## config.mk

```make
export PLATFORM = sky130hd
export DESIGN_NAME = scatter_gather_range_resolver
export DESIGN_NICKNAME = d
export VERILOG_FILES = /design/src/hw/rtl/sgr_pkg.sv /design/src/hw/rtl/sgr_walk.sv /design/src/hw/rtl/scatter_gather_range_resolver.sv
export SDC_FILE = /design/constraint.sdc
export NUM_CORES = 1
export LEC_CHECK = 0
export BUFFER_PORTS_ARGS = -buffer_cell sky130_fd_sc_hd__buf_2
export CAP_MARGIN = 20
export CELL_PAD_IN_SITES_DETAIL_PLACEMENT = 0
export CELL_PAD_IN_SITES_GLOBAL_PLACEMENT = 2
export CORE_ASPECT_RATIO = 0.6
export CORE_MARGIN = 2
export CORE_UTILIZATION = 35
export CTS_CLUSTER_DIAMETER = 50
export CTS_CLUSTER_SIZE = 16
export DETAILED_ROUTE_END_ITERATION = 8
export PLACE_DENSITY_LB_ADDON = 0.3
export SETUP_SLACK_MARGIN = 0.3
export SKIP_CTS_REPAIR_TIMING = 1
export SLEW_MARGIN = 40
export SYNTH_ARGS = -nofsm -noshare
export SYNTH_HDL_FRONTEND = slang
export SYNTH_SLANG_ARGS = --single-unit
```

## constraint.sdc

```tcl
create_clock -name clk -period 8.9 [get_ports clk]
set_input_delay 2.67 -clock clk [delete_from_list [all_inputs] [get_ports clk]]
set_output_delay 2.67 -clock clk [all_outputs]
set_load 0.005 [all_outputs]
```

## src/hw/rtl/sgr_pkg.sv

```systemverilog
// Package for the scatter-gather range resolver.
// Holds word types, command and status codes, and width constants.
// No dependencies.
`default_nettype none

package sgr_pkg;

	localparam int unsigned DEFAULT_MAX_ENTRIES = 256;

	localparam int unsigned LEN_W   = 48;
	localparam int unsigned BASE_W  = 56;
	localparam int unsigned IDX_W   = 9;
	localparam int unsigned STAT_W  = 2;

	// command codes
	localparam logic CMD_START = 1'b0;
	localparam logic CMD_ENTRY = 1'b1;

	// status codes
	localparam logic [STAT_W-1:0] ST_OK       = 2'd0;
	localparam logic [STAT_W-1:0] ST_PAST     = 2'd1;
	localparam logic [STAT_W-1:0] ST_SHORT    = 2'd2;
	localparam logic [STAT_W-1:0] ST_TOO_MANY = 2'd3;

	typedef struct packed {
		logic              cmd;
		logic [LEN_W-1:0]  offset;
		logic [LEN_W-1:0]  length;
		logic [LEN_W-1:0]  entry_len;
		logic              last;
	} sgr_in_t;

	typedef struct packed {
		logic [IDX_W-1:0]  start_index;
		logic [BASE_W-1:0] start_base;
		logic [IDX_W-1:0]  segments;
		logic [STAT_W-1:0] status;
	} sgr_out_t;

endpackage

`default_nettype wire

```

## src/hw/rtl/sgr_walk.sv

```systemverilog
// List walk state and its combinational update for the range resolver.
// Advances the offset search and coverage count by one word per step.
// Depends on sgr_pkg.
`default_nettype none

module sgr_walk #(
	parameter int unsigned MAX_ENTRIES = sgr_pkg::DEFAULT_MAX_ENTRIES
) (
	input  wire logic            clk,
	input  wire logic            arst_n,
	input  wire logic            step,
	input  wire sgr_pkg::sgr_in_t item,
	output logic                 res_valid,
	output sgr_pkg::sgr_out_t    res
);

	localparam int unsigned IW = $clog2(MAX_ENTRIES + 1);

	localparam logic PH_SEEK  = 1'b0;
	localparam logic PH_COUNT = 1'b1;

	logic                        phase_q;
	logic [sgr_pkg::LEN_W-1:0]   held_offset_q;
	logic [sgr_pkg::LEN_W-1:0]   held_length_q;
	logic [sgr_pkg::LEN_W-1:0]   off_left_q;
	logic [sgr_pkg::LEN_W-1:0]   len_left_q;
	logic [sgr_pkg::BASE_W-1:0]  base_sum_q;
	logic [IW-1:0]               entry_index_q;
	logic [IW-1:0]               seg_count_q;
	logic [IW-1:0]               start_at_q;
	logic                        overflow_q;

	logic                        phase_n;
	logic [sgr_pkg::LEN_W-1:0]   off_left_n;
	logic [sgr_pkg::LEN_W-1:0]   len_left_n;
	logic [sgr_pkg::BASE_W-1:0]  base_sum_n;
	logic [IW-1:0]               entry_index_n;
	logic [IW-1:0]               seg_count_n;
	logic [IW-1:0]               start_at_n;
	logic                        overflow_n;

	logic                        full;
	logic                        seeking;
	logic                        hit;
	logic                        counting;
	logic [sgr_pkg::LEN_W-1:0]   avail;
	logic [sgr_pkg::LEN_W-1:0]   take;

	assign full     = entry_index_q >= IW'(MAX_ENTRIES);
	assign seeking  = phase_q == PH_SEEK;
	assign hit      = item.entry_len >= off_left_q;
	// bytes of this entry past the offset; whole entry once the start is found
	assign avail    = seeking ? item.entry_len - off_left_q : item.entry_len;
	assign take     = (avail > len_left_q) ? len_left_q : avail;

	always_comb begin
		phase_n       = phase_q;
		off_left_n    = off_left_q;
		len_left_n    = len_left_q;
		base_sum_n    = base_sum_q;
		entry_index_n = entry_index_q;
		seg_count_n   = seg_count_q;
		start_at_n    = start_at_q;
		overflow_n    = overflow_q;
		counting      = 1'b0;
		if (full) begin
			overflow_n = 1'b1;
		end else begin
			if (seeking) begin
				if (hit) begin
					phase_n    = PH_COUNT;
					off_left_n = '0;
					start_at_n = entry_index_q;
				end else begin
					off_left_n = off_left_q - item.entry_len;
					base_sum_n = base_sum_q + sgr_pkg::BASE_W'(item.entry_len);
				end
			end
			counting = (phase_n == PH_COUNT) && (len_left_q != '0);
			if (counting) begin
				len_left_n  = len_left_q - take;
				seg_count_n = seg_count_q + IW'(1);
			end
			entry_index_n = entry_index_q + IW'(1);
		end
	end

	assign res_valid = (item.cmd == sgr_pkg::CMD_ENTRY) && item.last;

	always_comb begin
		res = '0;
		if (overflow_n) begin
			res.status = sgr_pkg::ST_TOO_MANY;
		end else if (phase_n == PH_SEEK) begin
			res.status      = sgr_pkg::ST_PAST;
			res.start_index = sgr_pkg::IDX_W'(entry_index_n);
			res.start_base  = base_sum_n;
		end else begin
			res.status      = (len_left_n != '0) ? sgr_pkg::ST_SHORT : sgr_pkg::ST_OK;
			res.start_index = sgr_pkg::IDX_W'(start_at_n);
			res.start_base  = base_sum_n;
			res.segments    = sgr_pkg::IDX_W'(seg_count_n);
		end
	end

	always_ff @(posedge clk or negedge arst_n) begin
		if (!arst_n) begin
			phase_q       <= PH_SEEK;
			held_offset_q <= '0;
			held_length_q <= '0;
			off_left_q    <= '0;
			len_left_q    <= '0;
			base_sum_q    <= '0;
			entry_index_q <= '0;
			seg_count_q   <= '0;
			start_at_q    <= '0;
			overflow_q    <= 1'b0;
		end else if (step) begin
			if (item.cmd == sgr_pkg::CMD_START || item.last) begin
				// clear list progress; a start also loads a new range
				phase_q       <= PH_SEEK;
				base_sum_q    <= '0;
				entry_index_q <= '0;
				seg_count_q   <= '0;
				start_at_q    <= '0;
				overflow_q    <= 1'b0;
				if (item.cmd == sgr_pkg::CMD_START) begin
					held_offset_q <= item.offset;
					held_length_q <= item.length;
					off_left_q    <= item.offset;
					len_left_q    <= item.length;
				end else begin
					off_left_q <= held_offset_q;
					len_left_q <= held_length_q;
				end
			end else begin
				phase_q       <= phase_n;
				off_left_q    <= off_left_n;
				len_left_q    <= len_left_n;
				base_sum_q    <= base_sum_n;
				entry_index_q <= entry_index_n;
				seg_count_q   <= seg_count_n;
				start_at_q    <= start_at_n;
				overflow_q    <= overflow_n;
			end
		end
	end

endmodule

`default_nettype wire

```

## src/hw/rtl/scatter_gather_range_resolver.sv

```systemverilog
// Scatter-gather range resolver: the result word of the last list word shows on out_data
// once that word has passed the input register and then the result register.
// Throughput: one word per cycle unless a last word waits on a full result register; the
// walk state updates combinationally through a 48-bit compare, subtract and clamp per entry.
// Reset (arst_n low) clears the walk state, the held offset and length, and both
// valid flags at once.
`default_nettype none

module scatter_gather_range_resolver #(
	parameter int unsigned MAX_ENTRIES = sgr_pkg::DEFAULT_MAX_ENTRIES
) (
	input  wire logic             clk,
	input  wire logic             arst_n,
	input  wire logic             in_valid,
	output logic                  in_ready,
	input  wire sgr_pkg::sgr_in_t in_data,
	output logic                  out_valid,
	input  wire logic             out_ready,
	output sgr_pkg::sgr_out_t     out_data
);

	logic              s1_valid_q;
	sgr_pkg::sgr_in_t  item_s1;
	logic              s1_go;
	logic              res_valid;
	sgr_pkg::sgr_out_t res;
	logic              out_valid_q;
	sgr_pkg::sgr_out_t out_q;

	sgr_walk #(
		.MAX_ENTRIES(MAX_ENTRIES)
	) u_walk (
		.clk      (clk),
		.arst_n   (arst_n),
		.step     (s1_go),
		.item     (item_s1),
		.res_valid(res_valid),
		.res      (res)
	);

	// hold a result-producing word while the result register stays full
	assign s1_go    = s1_valid_q && (!res_valid || !out_valid_q || out_ready);
	assign in_ready = !s1_valid_q || s1_go;

	always_ff @(posedge clk or negedge arst_n) begin
		if (!arst_n) begin
			s1_valid_q <= 1'b0;
		end else if (in_ready) begin
			s1_valid_q <= in_valid;
		end
	end

	always_ff @(posedge clk) begin
		if (in_ready && in_valid) begin
			item_s1 <= in_data;
		end
	end

	always_ff @(posedge clk or negedge arst_n) begin
		if (!arst_n) begin
			out_valid_q <= 1'b0;
		end else if (s1_go && res_valid) begin
			out_valid_q <= 1'b1;
		end else if (out_ready) begin
			out_valid_q <= 1'b0;
		end
	end

	always_ff @(posedge clk) begin
		if (s1_go && res_valid) begin
			out_q <= res;
		end
	end

	assign out_valid = out_valid_q;
	assign out_data  = out_q;

	a_stall_only_when_full : assert property (@(posedge clk) disable iff (!arst_n)
		!in_ready |-> (s1_valid_q && out_valid_q && !out_ready))
		else $error("input stalled without a full result register");

	a_result_lands : assert property (@(posedge clk) disable iff (!arst_n)
		(s1_go && res_valid) |=> out_valid_q)
		else $error("last word stepped but no result registered");

	a_too_many_zero : assert property (@(posedge clk) disable iff (!arst_n)
		(out_valid_q && out_q.status == sgr_pkg::ST_TOO_MANY) |->
		(out_q.start_index == '0 && out_q.start_base == '0 && out_q.segments == '0))
		else $error("too-many-entries result carries nonzero fields");

	a_past_no_segments : assert property (@(posedge clk) disable iff (!arst_n)
		(out_valid_q && out_q.status == sgr_pkg::ST_PAST) |-> (out_q.segments == '0))
		else $error("offset-past-list result reports segments");

endmodule

`default_nettype wire

```

======== Word-level counts from Yosys, hierarchy flattened ========
Cells that the tools add are included.
word-level totals
  word-level logic and storage cells ...... 89
  input bits .............................. 150
  bits in registers ....................... 501
  output and inout bits ................... 78
operators by class
  reductions and logical operators ........ 18
  $lt $le $gt $ge ......................... 3
  add/sub/neg operators ................... 6
  multiplexer cells ....................... 36
  equality and inequality tests ........... 2
  bitwise logic cells ..................... 2
operator list
  operator             number
  $mux 48              11
  $mux 56              4
  $sub 48x48->48       3
  $reduce_bool 48->1   2
  $mux 9               9
  $mux 65              1
  $add 56x48->56       1
  $ge 48x48->1         1
  $gt 48x48->1         1
  $add 9x1->9 const B  2
  $ge 9x9->1 const B   1
  $mux 1               9
  $logic_and 1x1->1    5
  $logic_or 1x1->1     4
  $mux 2               2
  $ne 2x2->1 const B   2
  $logic_not 1->1      3
  $reduce_and 3->1     1
  $not 1->1            2
  $reduce_and 2->1     1
  $reduce_bool 2->1    1
  $reduce_or 2->1      1

======== Logic depth before layout (Yosys ltp) ========
Gate-level depths: netlist (run 1).
  depth after elaboration ................. 10
  depth in mapped cells ................... 43

======== By module ========
From an unflattened synthesis (run 1), not the netlist that was laid out.
unflattened totals
  cell total of the unflattened synthesis .. 3,523
  area, all modules ....................... 33,504.6 um^2
by module, submodules not included
  module                         area each (um^2)  cells an instance  times used
  sgr_walk                       26,731.9          3,291              1
  scatter_gather_range_resolver  6,772.7           232                1

======== Worst setup path after synthesis (run 1) ========
Ideal clock, no wire load.
  kind .................................... register to register
  start point ............................. reg item_s1[2] (netlist name)
  end point ............................... reg out_q, in the netlist out_data[1], data pin
  cell stages (with the launch flop) ...... 42
  clock period less this slack ............ 8,815 ps
  data required time ...................... 8,635 ps
  path slack .............................. 85 ps
  arrival ................................. 8,550 ps
  cell sequence ........................... edfxtp_1 > inv_1 > ha_1 > nor2b_1 > o31a_1 > o311a_1 > or4_1 > nand2_1 > o31ai_1 > a21oi_1 > o21a_1 > o21ai_1 > a221oi_1 > xor2_1 > o21ai_1 > ha_1 > a21o_1 > a21o_1 > [... 6 more ...] > buf_1 > mux2i_1 > ha_1 > inv_1 > fa_1 > a211oi_1 > o21ai_0 > nand3_1 > a2111oi_0 > o21ai_0 > o211a_1 > o21a_1 > xor2_1 > nand2_1 > nor4_1 > a21oi_1 > nor4_1 > a21oi_1
between the ends
  word-level cells in the longest chain between the ends .. 10
  elaborated cells between the ends (all ways) .. 16
  classes of those cells .................. add/sub (2); order compare (2); mux (10); reduce/logical (2)
ends and longest elaborated chain
  element                                                     line                                 source
  start, declared                                             scatter_gather_range_resolver.sv:23  sgr_pkg::sgr_in_t item_s1;
  start signal, assigned                                      scatter_gather_range_resolver.sv:55  item_s1 <= in_data;
  $sub 48x48->48 / $ge 48x48->1 (equally long branches)       sgr_walk.sv:53, sgr_walk.sv:51
  $mux 48 / $mux 1 (equally long branches)                    sgr_walk.sv:53, sgr_walk.sv:70
  $gt 48x48->1 / $mux 1 (equally long branches)               sgr_walk.sv:54, sgr_walk.sv:69
  $mux 48 / $mux 1 (equally long branches)                    sgr_walk.sv:54, sgr_walk.sv:66
  $sub 48x48->48 / $logic_and 1x1->1 (equally long branches)  sgr_walk.sv:81, sgr_walk.sv:79
  $mux 48                                                     sgr_walk.sv:80                       if (counting) begin
  $mux 48                                                     sgr_walk.sv:66                       if (full) begin
  $reduce_bool 48->1                                          sgr_walk.sv:99                       res.status = (len_left_n != '0) ? sgr_pkg::ST_SHORT : sgr_pkg::ST_OK;
  $mux 2                                                      sgr_walk.sv:99
  $mux 2 (*)                                                  sgr_walk.sv:94                       end else if (phase_n == PH_SEEK) begin
  end signal, assigned                                        scatter_gather_range_resolver.sv:71  out_q <= res;
  end, declared                                               scatter_gather_range_resolver.sv:28  sgr_pkg::sgr_out_t out_q;
Mark *: on every way between the ends. The rest lies on a longest branch, timed or not. The select of a mux whose other input is x is not followed.
A chain may end at the register's enable or synchronous reset.

======== Final worst setup path (run 1) ========
  start point ............................. reg item_s1[1] (netlist name)
  end point ............................... reg out_q, in the netlist out_data[1], data pin
Same word-level chain as after synthesis.

==> results of run 1 <==
## registers in the layout, indices dropped and copies added (netlist names), 48 cells and up
name / flops
item_s1: 146
out_data: 76
u_walk.base_sum_q: 56
u_walk.held_length_q: 48
u_walk.held_offset_q: 48
u_walk.len_left_q: 48
u_walk.off_left_q: 48
## per-layer routing
metal	up-vias	GRT usage (%)
met2	852	30.2
met3	78	3.84
met5	-	0
met4	0	3.30
met1	13700	40.0
li1	13500	-
## kinds of logic (layout without fill, tap and decap cells)
family / count (synthesis) / count (layout) / share of synthesized area, %
AOI/OAI and AO/OA: 1070 / 1070 / 21.2
and+or+nand+nor: 890 / 890 / 12.4
buffers and inverters: 383 / 887 / 4.43
adders and majority gates: 245 / 245 / 9.44
DFF: 501 / 501 / 41.6
xor gates and xnor gates: 194 / 194 / 5.18
muxes: 174 / 174 / 5.70
## layout make-up
class | count | area share, %
tap | 1232 | 3.83
clock buffer | 67 | 3.48
clock inverter | 28 | 0.907
inverter | 184 | 1.72
multi-input combinational | 2573 | 45.8
sequential | 501 | 33.9
timing repair buffer | 608 | 10.4
## power by group through the flow
stage | logic [mW] | registers (mW) | clock network, mW
floorplan | 4.26 | 2.93 | 0
global placement | 7.71 | 3.10 | 0
detailed placement | 7.66 | 3.10 | 0
CTS | 7.70 | 3.05 | 2.37
global route | 9.23 | 3.10 | 2.45
finish | 8.51 | 3.07 | 2.30
## synthesized netlist by cell type, types with 38 or more instances
master	number	area, um2
nand2_1	373	1400
a21oi_1	297	1490
dfrtp_1	279	6980
ha_1	241	3020
o21ai_0	241	1210
edfxtp_1	222	6670
nor2_1	222	833
inv_1	184	691
clkbuf_1	168	631
a21o_1	128	961
xnor2_1	109	955
mux2_2	102	1150
xor2_1	85	744
mux2i_1	72	721
nand4_1	51	319
nand3_1	43	215
a22o_1	38	333
## stage by stage
| stage | instance area (um2) | instances |
|---|---|---|
| 2_1_floorplan | 32800 | 3457 |
| 3_3_place_gp | 37500 | 5067 |
| 3_5_place_dp | 37500 | 5068 |
| 4_1_cts | 39300 | 5163 |
| 5_1_grt | 40300 | 5193 |
| 6_report | 40300 | 5193 |
## cells in the final DEF (no fill, tap or decap), types with 14 or more instances in the layout
master and n:
a211oi_1 17, a21o_1 128, a21oi_1 274, a21oi_2 22, a221oi_1 26, a222oi_1 30
a22o_1 38, a22oi_1 31, a31oi_1 17, and2_1 14, and3_1 20, buf_2 226
buf_4 364, clkbuf_16 55, dfrtp_1 278, edfxtp_1 222, ha_1 232, inv_1 180
mux2_2 101, mux2i_1 70, nand2_1 365, nand2b_1 36, nand3_1 42, nand4_1 51
nor2_1 216, nor2b_1 31, nor3_1 23, nor4_1 17, o211ai_1 17, o21a_1 20
o21ai_0 215, o21ai_1 37, o21bai_1 28, o221ai_1 32, o22ai_1 16, o31ai_1 14
xnor2_1 105, xor2_1 81
## worst paths after layout
path                                       from                  endpoint  slack [ps]  cells after the start
max                                  item_s1[1]               out_data[1]         510                     41
min in group asynchronous                arst_n  u_walk.held_length_q[10]        1990                      1
min                        u_walk.start_at_q[8]      u_walk.start_at_q[8]         490                      1
max reg2reg                          item_s1[1]               out_data[1]         510                     41
max in group asynchronous                arst_n     u_walk.off_left_q[36]        5530                      2
min reg2reg                u_walk.start_at_q[8]      u_walk.start_at_q[8]         490                      1
==> impl_metrics.csv, run 1 <==
group,metric,value,unit
run_status,status,"finished clean",
cts,cts_buffer_depth,3,
detailed_routing,routed_wl,115,mm
detailed_routing,dr_wl_met2,42.5,mm
power,power_frac_comb,61.3,%
place,hpwl,86.7,mm
floorplan,die_w,399,um
synthesis,syn_area,0.0328,mm2
synthesis,synth-async-reset-ratio,55.7,%
global_route,grt_overflow,0,
synthesis,avgSynthCellArea,9.49,um2
timing,hold_viol,0,
synthesis,synth_edf_count,222,
detailed_routing,drcViolationCount,0,
power,powerDensity,345,mW/mm2
timing,worst_pin_slew,824,ps
timing,drv_slew,0,
critical_path,slowest_delay,420,ps
power,leakage,17.9,nW
timing,post-route-min-period,8390,ps
timing,finalWorstSetupSlack,512,ps
timing,holdWs,493,ps
detailed_routing,via_per_inst,5.42,
global_route,grt_first_pass_wirelength,172,mm
timing,rsz0062_at_grt,"yes",
place,port_buffers,227,
power,peakVddDrop,0.000232,V
power,power_frac_seq,22.1,%
global_route,antenna_found_initial,0,
synthesis,syn-num-nets,3852,
floorplan,core_area,0.0923,mm2
cts,cts_tree,"built",
final_layout,nets,4314,
floorplan,initial_core_util,35.5,%
cts,cts-htree-levels,2,
cts,cts_sinks,501,
critical_path,path_buf_inv,8,
detailed_routing,drtPass1Iterations,6,
final_layout,post-route-util,43.6,%
power,switching_power,5.93,mW
timing,slew_headroom,44.5,%
detailed_routing,drt_iter0_markers,2525,
final_layout,syn2layout_area_growth,22.8,%
final_layout,fill_cells,9114,
detailed_routing,wl_per_cell,22.1,um
final_layout,regArea,0.0137,mm2
detailed_routing,antenna_left,0,
detailed_routing,met1Wirelength,62.8,mm
critical_path,crit_arrival,8760,ps
timing,max_freq,119,MHz
cts,clk_latency,650,ps
final_layout,diodes,0,
synthesis,synth-seq-cells,501,
final_layout,drive_gt1_share,23.9,%
global_route,grtUsageTotal,23.5,%
critical_path,crit_slowest_cell,"edfxtp_1",
floorplan,dieHeight,241,um
final_layout,multi_input_area,0.0184,mm2
min_path,hp-class,"register to register",
global_route,grt_pass1_vias,26600,
place,dpl_worst_slack,-201,ps
synthesis,synthCells,3457,
critical_path,endpoint_kind,"register",
critical_path,critical_path_class,"register to register",
synthesis,yosysSeqAreaShare,41.6,%
power,internal-power,7.95,mW
critical_path,cp.required,9270,ps
floorplan,fp-row-count,86,
flow_run,drv_cap,0,
critical_path,crit_family,"compound AO/OA/AOI/OAI gates",
synthesis,ys.warnings.count,0,
floorplan,die_area,0.0962,mm2
cts,clk_pin_slew,70,ps
critical_path,path_max_fanout,10,
synthesis,synth_flop_cell,"dfrtp_1",
detailed_routing,topRoutingLayerUsed,"met4",
global_route,grt_max_degree,123,
power,swShare,42.7,%
cts,cts_root_buffer,"clkbuf_16",
place,place.gp.congestion,0.928,
critical_path,critPathLaunchType,"register",
floorplan,top_level_ports,228,
timing,fin_crit_sh,94.2,%
detailed_routing,wl_met3,8.33,mm
detailed_routing,via_count,28200,
cts,cts_buffers,51,
timing,fin_skew,31.3,ps
timing,final-setup-viol-count,0,
timing,tns,0,ps
synthesis,yosysUniqueCellTypes,88,
power,power,13.9,mW
power,p_clk_share,16.6,%
Power figures use the tool's default switching activity.
==> run 2, diff against run 1 <==
SLEW_MARGIN = unset   (was 40)
clock period = 7.3 ns   (was 8.9 ns; I/O delays follow)
==> impl_metrics.csv, run 2 (synthesis results as in run 1) <==
group,metric,value,unit
run_status,status,"finished, violations left",
run_status,violations,"setup timing",
final_layout,most-common-layout-cells,"buf_4, nand2_1, dfrtp_1, a21oi_1, ha_1",
place,hpwl,91.9,mm
cts,cts_sinks,501,
detailed_routing,via_count,29200,
timing,hold_viol,0,
timing,final-setup-viol-count,26,
place,port_buffers,227,
power,leakage,19.4,nW
global_route,grt_pass1_vias,27100,
min_path,hp-class,"register to register",
cts,clk_pin_slew,70,ps
critical_path,critical_path_depth,41,
global_route,grtUsageTotal,24.4,%
critical_path,critical_path_class,"register to register",
cts,cts-htree-levels,2,
detailed_routing,drt_iter0_markers,2770,
floorplan,top_level_ports,228,
detailed_routing,via_per_inst,5.32,
min_path,holdPathStages,1,
final_layout,drive_gt1_share,30.8,%
critical_path,crit_arrival,8700,ps
place,dp.cells,5349,
cts,cts_buffer_depth,3,
power,powerDensity,439,mW/mm2
timing,fin_crit_sh,114,%
floorplan,initial_core_util,35.5,%
timing,rsz0062_at_grt,"yes",
critical_path,path_max_fanout,4,
timing,finalWorstSetupSlack,-1040,ps
timing,drv_slew,0,
detailed_routing,antenna_left,0,
cts,cts_tree,"built",
critical_path,rr_worst_depth,41,
critical_path,crit_slowest_cell,"or4_4",
global_route,grt_overflow,0,
final_layout,nets,4611,
global_route,grt_max_degree,129,
critical_path,path_buf_inv,5,
timing,post-route-min-period,8340,ps
critical_path,endpoint_kind,"register",
global_route,grt_first_pass_wirelength,177,mm
detailed_routing,drcViolationCount,0,
floorplan,die_area,0.0962,mm2
final_layout,largest_register,"item_s1",
critical_path,slowest_delay,440,ps
detailed_routing,wl_per_cell,21.9,um
floorplan,core_area,0.0923,mm2
final_layout,largest_reg_flops,146,
final_layout,fill_cells,8995,
timing,slew_headroom,27.2,%
flow_run,drv_cap,0,
final_layout,diodes,0,
detailed_routing,routed_wl,120,mm
final_layout,fin_cells,5490,
timing,tns,-8920,ps
floorplan,die_w,399,um
final_layout,post-route-util,46.6,%
power,peakVddDrop,0.000283,V
cts,clk_latency,640,ps
critical_path,crit_family,"compound AO/OA/AOI/OAI gates",
global_route,antenna_found_initial,1,
place,place.gp.congestion,0.960,
timing,fin_skew,26.8,ps
floorplan,dieHeight,241,um
timing,max_freq,120,MHz
detailed_routing,drtPass1Iterations,6,
floorplan,fp-row-count,86,
timing,worst_pin_slew,1090,ps
cts,cts_root_buffer,"clkbuf_16",
critical_path,cp.required,7660,ps
final_layout,layout_commonest_cell,"buf_4",
final_layout,syn2layout_area_growth,31.1,%
critical_path,critPathLaunchType,"register",
cts,cts_buffers,51,
==> run 2: changes by cell type in the layout (fill, tap and decap cells not counted), sizes merged <==
cell / change
clkinv: -2
buf: +297
inv: +7
bufinv: +1
clkinvlp: +2
clkbuf: -8
==> run 2: area by class of cell <==
class	instances	area [um2]	share of cell area, %
timing repair buffer	905	6470	15.1
tap	1232	1540	3.59
clock buffer	59	1320	3.06
multi-input combinational	2573	18900	43.9
inverter	184	691	1.61
clock inverter	36	420	0.978
sequential	501	13700	31.8
==> run 2: through the flow <==
| step | hold WS (ps) | setup WS, ps | area (um2) | power (mW) |
|---|---|---|---|---|
| floorplan | 454 | -563 | 32900 | 8.88 |
| CTS | 507 | -1510 | 41400 | 17.0 |
| global route | 513 | -1440 | 43000 | 20.1 |
| detailed placement | 492 | -1460 | 39700 | 14.2 |
| finish | 507 | -1040 | 43000 | 18.9 |
| global placement | 469 | -1180 | 39700 | 14.2 |
==> run 2: path summary, 6_finish.rpt <==
check | startpoint | slack, ps | to
max | item_s1[2] | -1040 | out_data[1]
min | u_walk.held_offset_q[35] | 510 | u_walk.held_offset_q[35]
max reg2reg | item_s1[2] | -1040 | out_data[1]
min reg2reg | u_walk.held_offset_q[35] | 510 | u_walk.held_offset_q[35]
max in group asynchronous | arst_n | 4670 | u_walk.phase_q
min in group asynchronous | arst_n | 1430 | u_walk.held_length_q[13]
==> run 2: routing by layer <==
metal	part of all wire [%]	wire length [um]	track usage (%)
met1	55	66400	42.4
met2	36	43300	29.7
met3	7.2	8590	4.27
met4	1.5	1780	4.09
met5	0.011	13	0
==> run 2: where the power goes <==
group | internal [mW] | switching [mW] | total [mW]
clock | 1.49 | 1.30 | 2.79
sequential | 3.31 | 0.428 | 3.73
combinational | 6.16 | 6.21 | 12.4
==> run 3, diff against run 2 <==
--- a/config.mk
+++ b/config.mk
@@ -17,2 +17,3 @@
 export DETAILED_ROUTE_END_ITERATION = 8
+export GPL_ROUTABILITY_DRIVEN = 0
 export PLACE_DENSITY_LB_ADDON = 0.3
==> constraint.sdc (replaced) <==
create_clock -name clk -period 7.3 [get_ports clk]
set_input_delay 0.73 -clock clk [delete_from_list [all_inputs] [get_ports clk]]
set_output_delay 0.73 -clock clk [all_outputs]
set_load 0.005 [all_outputs]
==> impl_metrics.csv, run 3 (synthesis results as in run 1) <==
group,metric,value,unit
place,hpwl,90.8,mm
critical_path,critPathLaunchType,"register",
detailed_routing,drcViolationCount,0,
run_status,violations,"setup timing",
place,dpl_worst_slack,-1330,ps
critical_path,critical_path_class,"register to register",
power,leakage,19.3,nW
global_route,grt_pass1_vias,26900,
timing,final-setup-viol-count,26,
cts,cts_buffer_depth,3,
place,port_buffers,227,
final_layout,syn2layout_area_growth,30.5,%
power,peakVddDrop,0.000330,V
detailed_routing,wl_per_cell,21.7,um
timing,max_freq,122,MHz
final_layout,final_area,0.0428,mm2
detailed_routing,antenna_left,0,
floorplan,core_area,0.0923,mm2
cts,cts-htree-levels,2,
final_layout,drive_gt1_share,30.7,%
final_layout,layout_commonest_cell,"buf_4",
critical_path,slowest_delay,440,ps
run_status,status,"finished, violations left",
critical_path,crit_arrival,8570,ps
min_path,hp-class,"primary input to register",
critical_path,crit_slowest_cell,"or4_4",
power,power,18.7,mW
timing,finalWorstSetupSlack,-891,ps
cts,cts_sinks,501,
detailed_routing,drtPass1Iterations,6,
power,powerDensity,438,mW/mm2
flow_run,drv_cap,0,
timing,worst_pin_slew,1160,ps
cts,cts_root_buffer,"clkbuf_16",
floorplan,initial_core_util,35.5,%
timing,fin_crit_sh,112,%
final_layout,fill_cells,8884,
floorplan,top_level_ports,228,
timing,fin_skew,25.0,ps
global_route,grtUsageTotal,24.0,%
cts,cts_buffers,51,
detailed_routing,drt_iter0_markers,2736,
timing,post-route-min-period,8190,ps
timing,tns,-6240,ps
final_layout,most-common-layout-cells,"buf_4, nand2_1, dfrtp_1, a21oi_1, buf_2",
final_layout,largest_register,"item_s1",
cts,clk_pin_slew,70,ps
cts,cts_tree,"built",
floorplan,die_w,399,um
timing,holdWs,262,ps
critical_path,cp.required,7680,ps
timing,drv_slew,0,
global_route,grt_overflow,0,
global_route,grt_max_degree,129,
detailed_routing,routed_wl,119,mm
critical_path,path_max_fanout,5,
floorplan,fp-row-count,86,
timing,rsz0062_at_grt,"yes",
floorplan,dieHeight,241,um
floorplan,die_area,0.0962,mm2
cts,clk_latency,640,ps
final_layout,diodes,0,
detailed_routing,via_count,29100,
final_layout,largest_reg_flops,146,
timing,slew_headroom,22.3,%
detailed_routing,via_per_inst,5.33,
global_route,grt_first_pass_wirelength,176,mm
global_route,antenna_found_initial,0,
place,postPlaceCellArea,0.0395,mm2
critical_path,endpoint_kind,"register",
final_layout,nets,4592,
timing,hold_viol,0,
## run 3: cell types whose count changed in the layout (fill, tap and decap cells not counted), moves of 5 or more
cell      delta
buf_4       -12
clkinv_1     -5
clkinv_2     +6
ha_1        -10
ha_4         +6
mux2i_1     -10
mux2i_2      +5
mux2i_4      +5
## run 3: final timing paths
check | from | endpoint | slack (ps) | cells past startpoint
worst max-delay path | item_s1[2] | out_data[1] | -890 | 40
worst min-delay path | in_data[66] | item_s1[66] | 260 | 1
worst max register to register | item_s1[2] | out_data[1] | -890 | 40
worst min register to register | u_walk.start_at_q[8] | u_walk.start_at_q[8] | 490 | 1
max in group asynchronous | arst_n | u_walk.held_offset_q[40] | 5420 | 3
min in group asynchronous | arst_n | u_walk.held_length_q[7] | 580 | 2
## run 3: layout make-up
type                            instances  area, um2  area share (%)
Clock buffer                           60       1330            3.11
Clock inverter                         35        385           0.901
Inverter                              184        691            1.61
Multi-Input combinational cell       2573      18900            44.2
Sequential cell                       501      13700            31.9
Tap cell                             1232       1540            3.60
Timing Repair Buffer                  886       6270            14.7
## run 3: worst max-delay path, delay by kind of cell (launching register included)
kind	cells	cell delay [ps]
mux	1	190
buf+inv	4	530
simple gates	10	2100
xor+xnor	2	480
flops	1	400
fa+ha+maj	4	1070
compound gates	19	3140
## run 3: power breakdown
| part | switching, mW | internal [mW] |
|---|---|---|
| clock | 1.30 | 1.43 |
| sequential | 0.447 | 3.31 |
| combinational | 6.08 | 6.17 |
| total | 7.83 | 10.9 |
## run 3: stage by stage
stage,cells,utilization [%]
2_1_floorplan,3457,-
3_3_place_gp,5334,42.8
3_5_place_dp,5334,42.8
4_1_cts,5429,44.7
5_1_grt,5471,46.3
6_report,5471,46.3
## run 3: metal layers
layer | track usage, % | share of wire (%)
met1 | 40.9 | 54
met2 | 30.1 | 37
met3 | 4.98 | 7.4
met4 | 3.60 | 1.2
met5 | 0 | 0
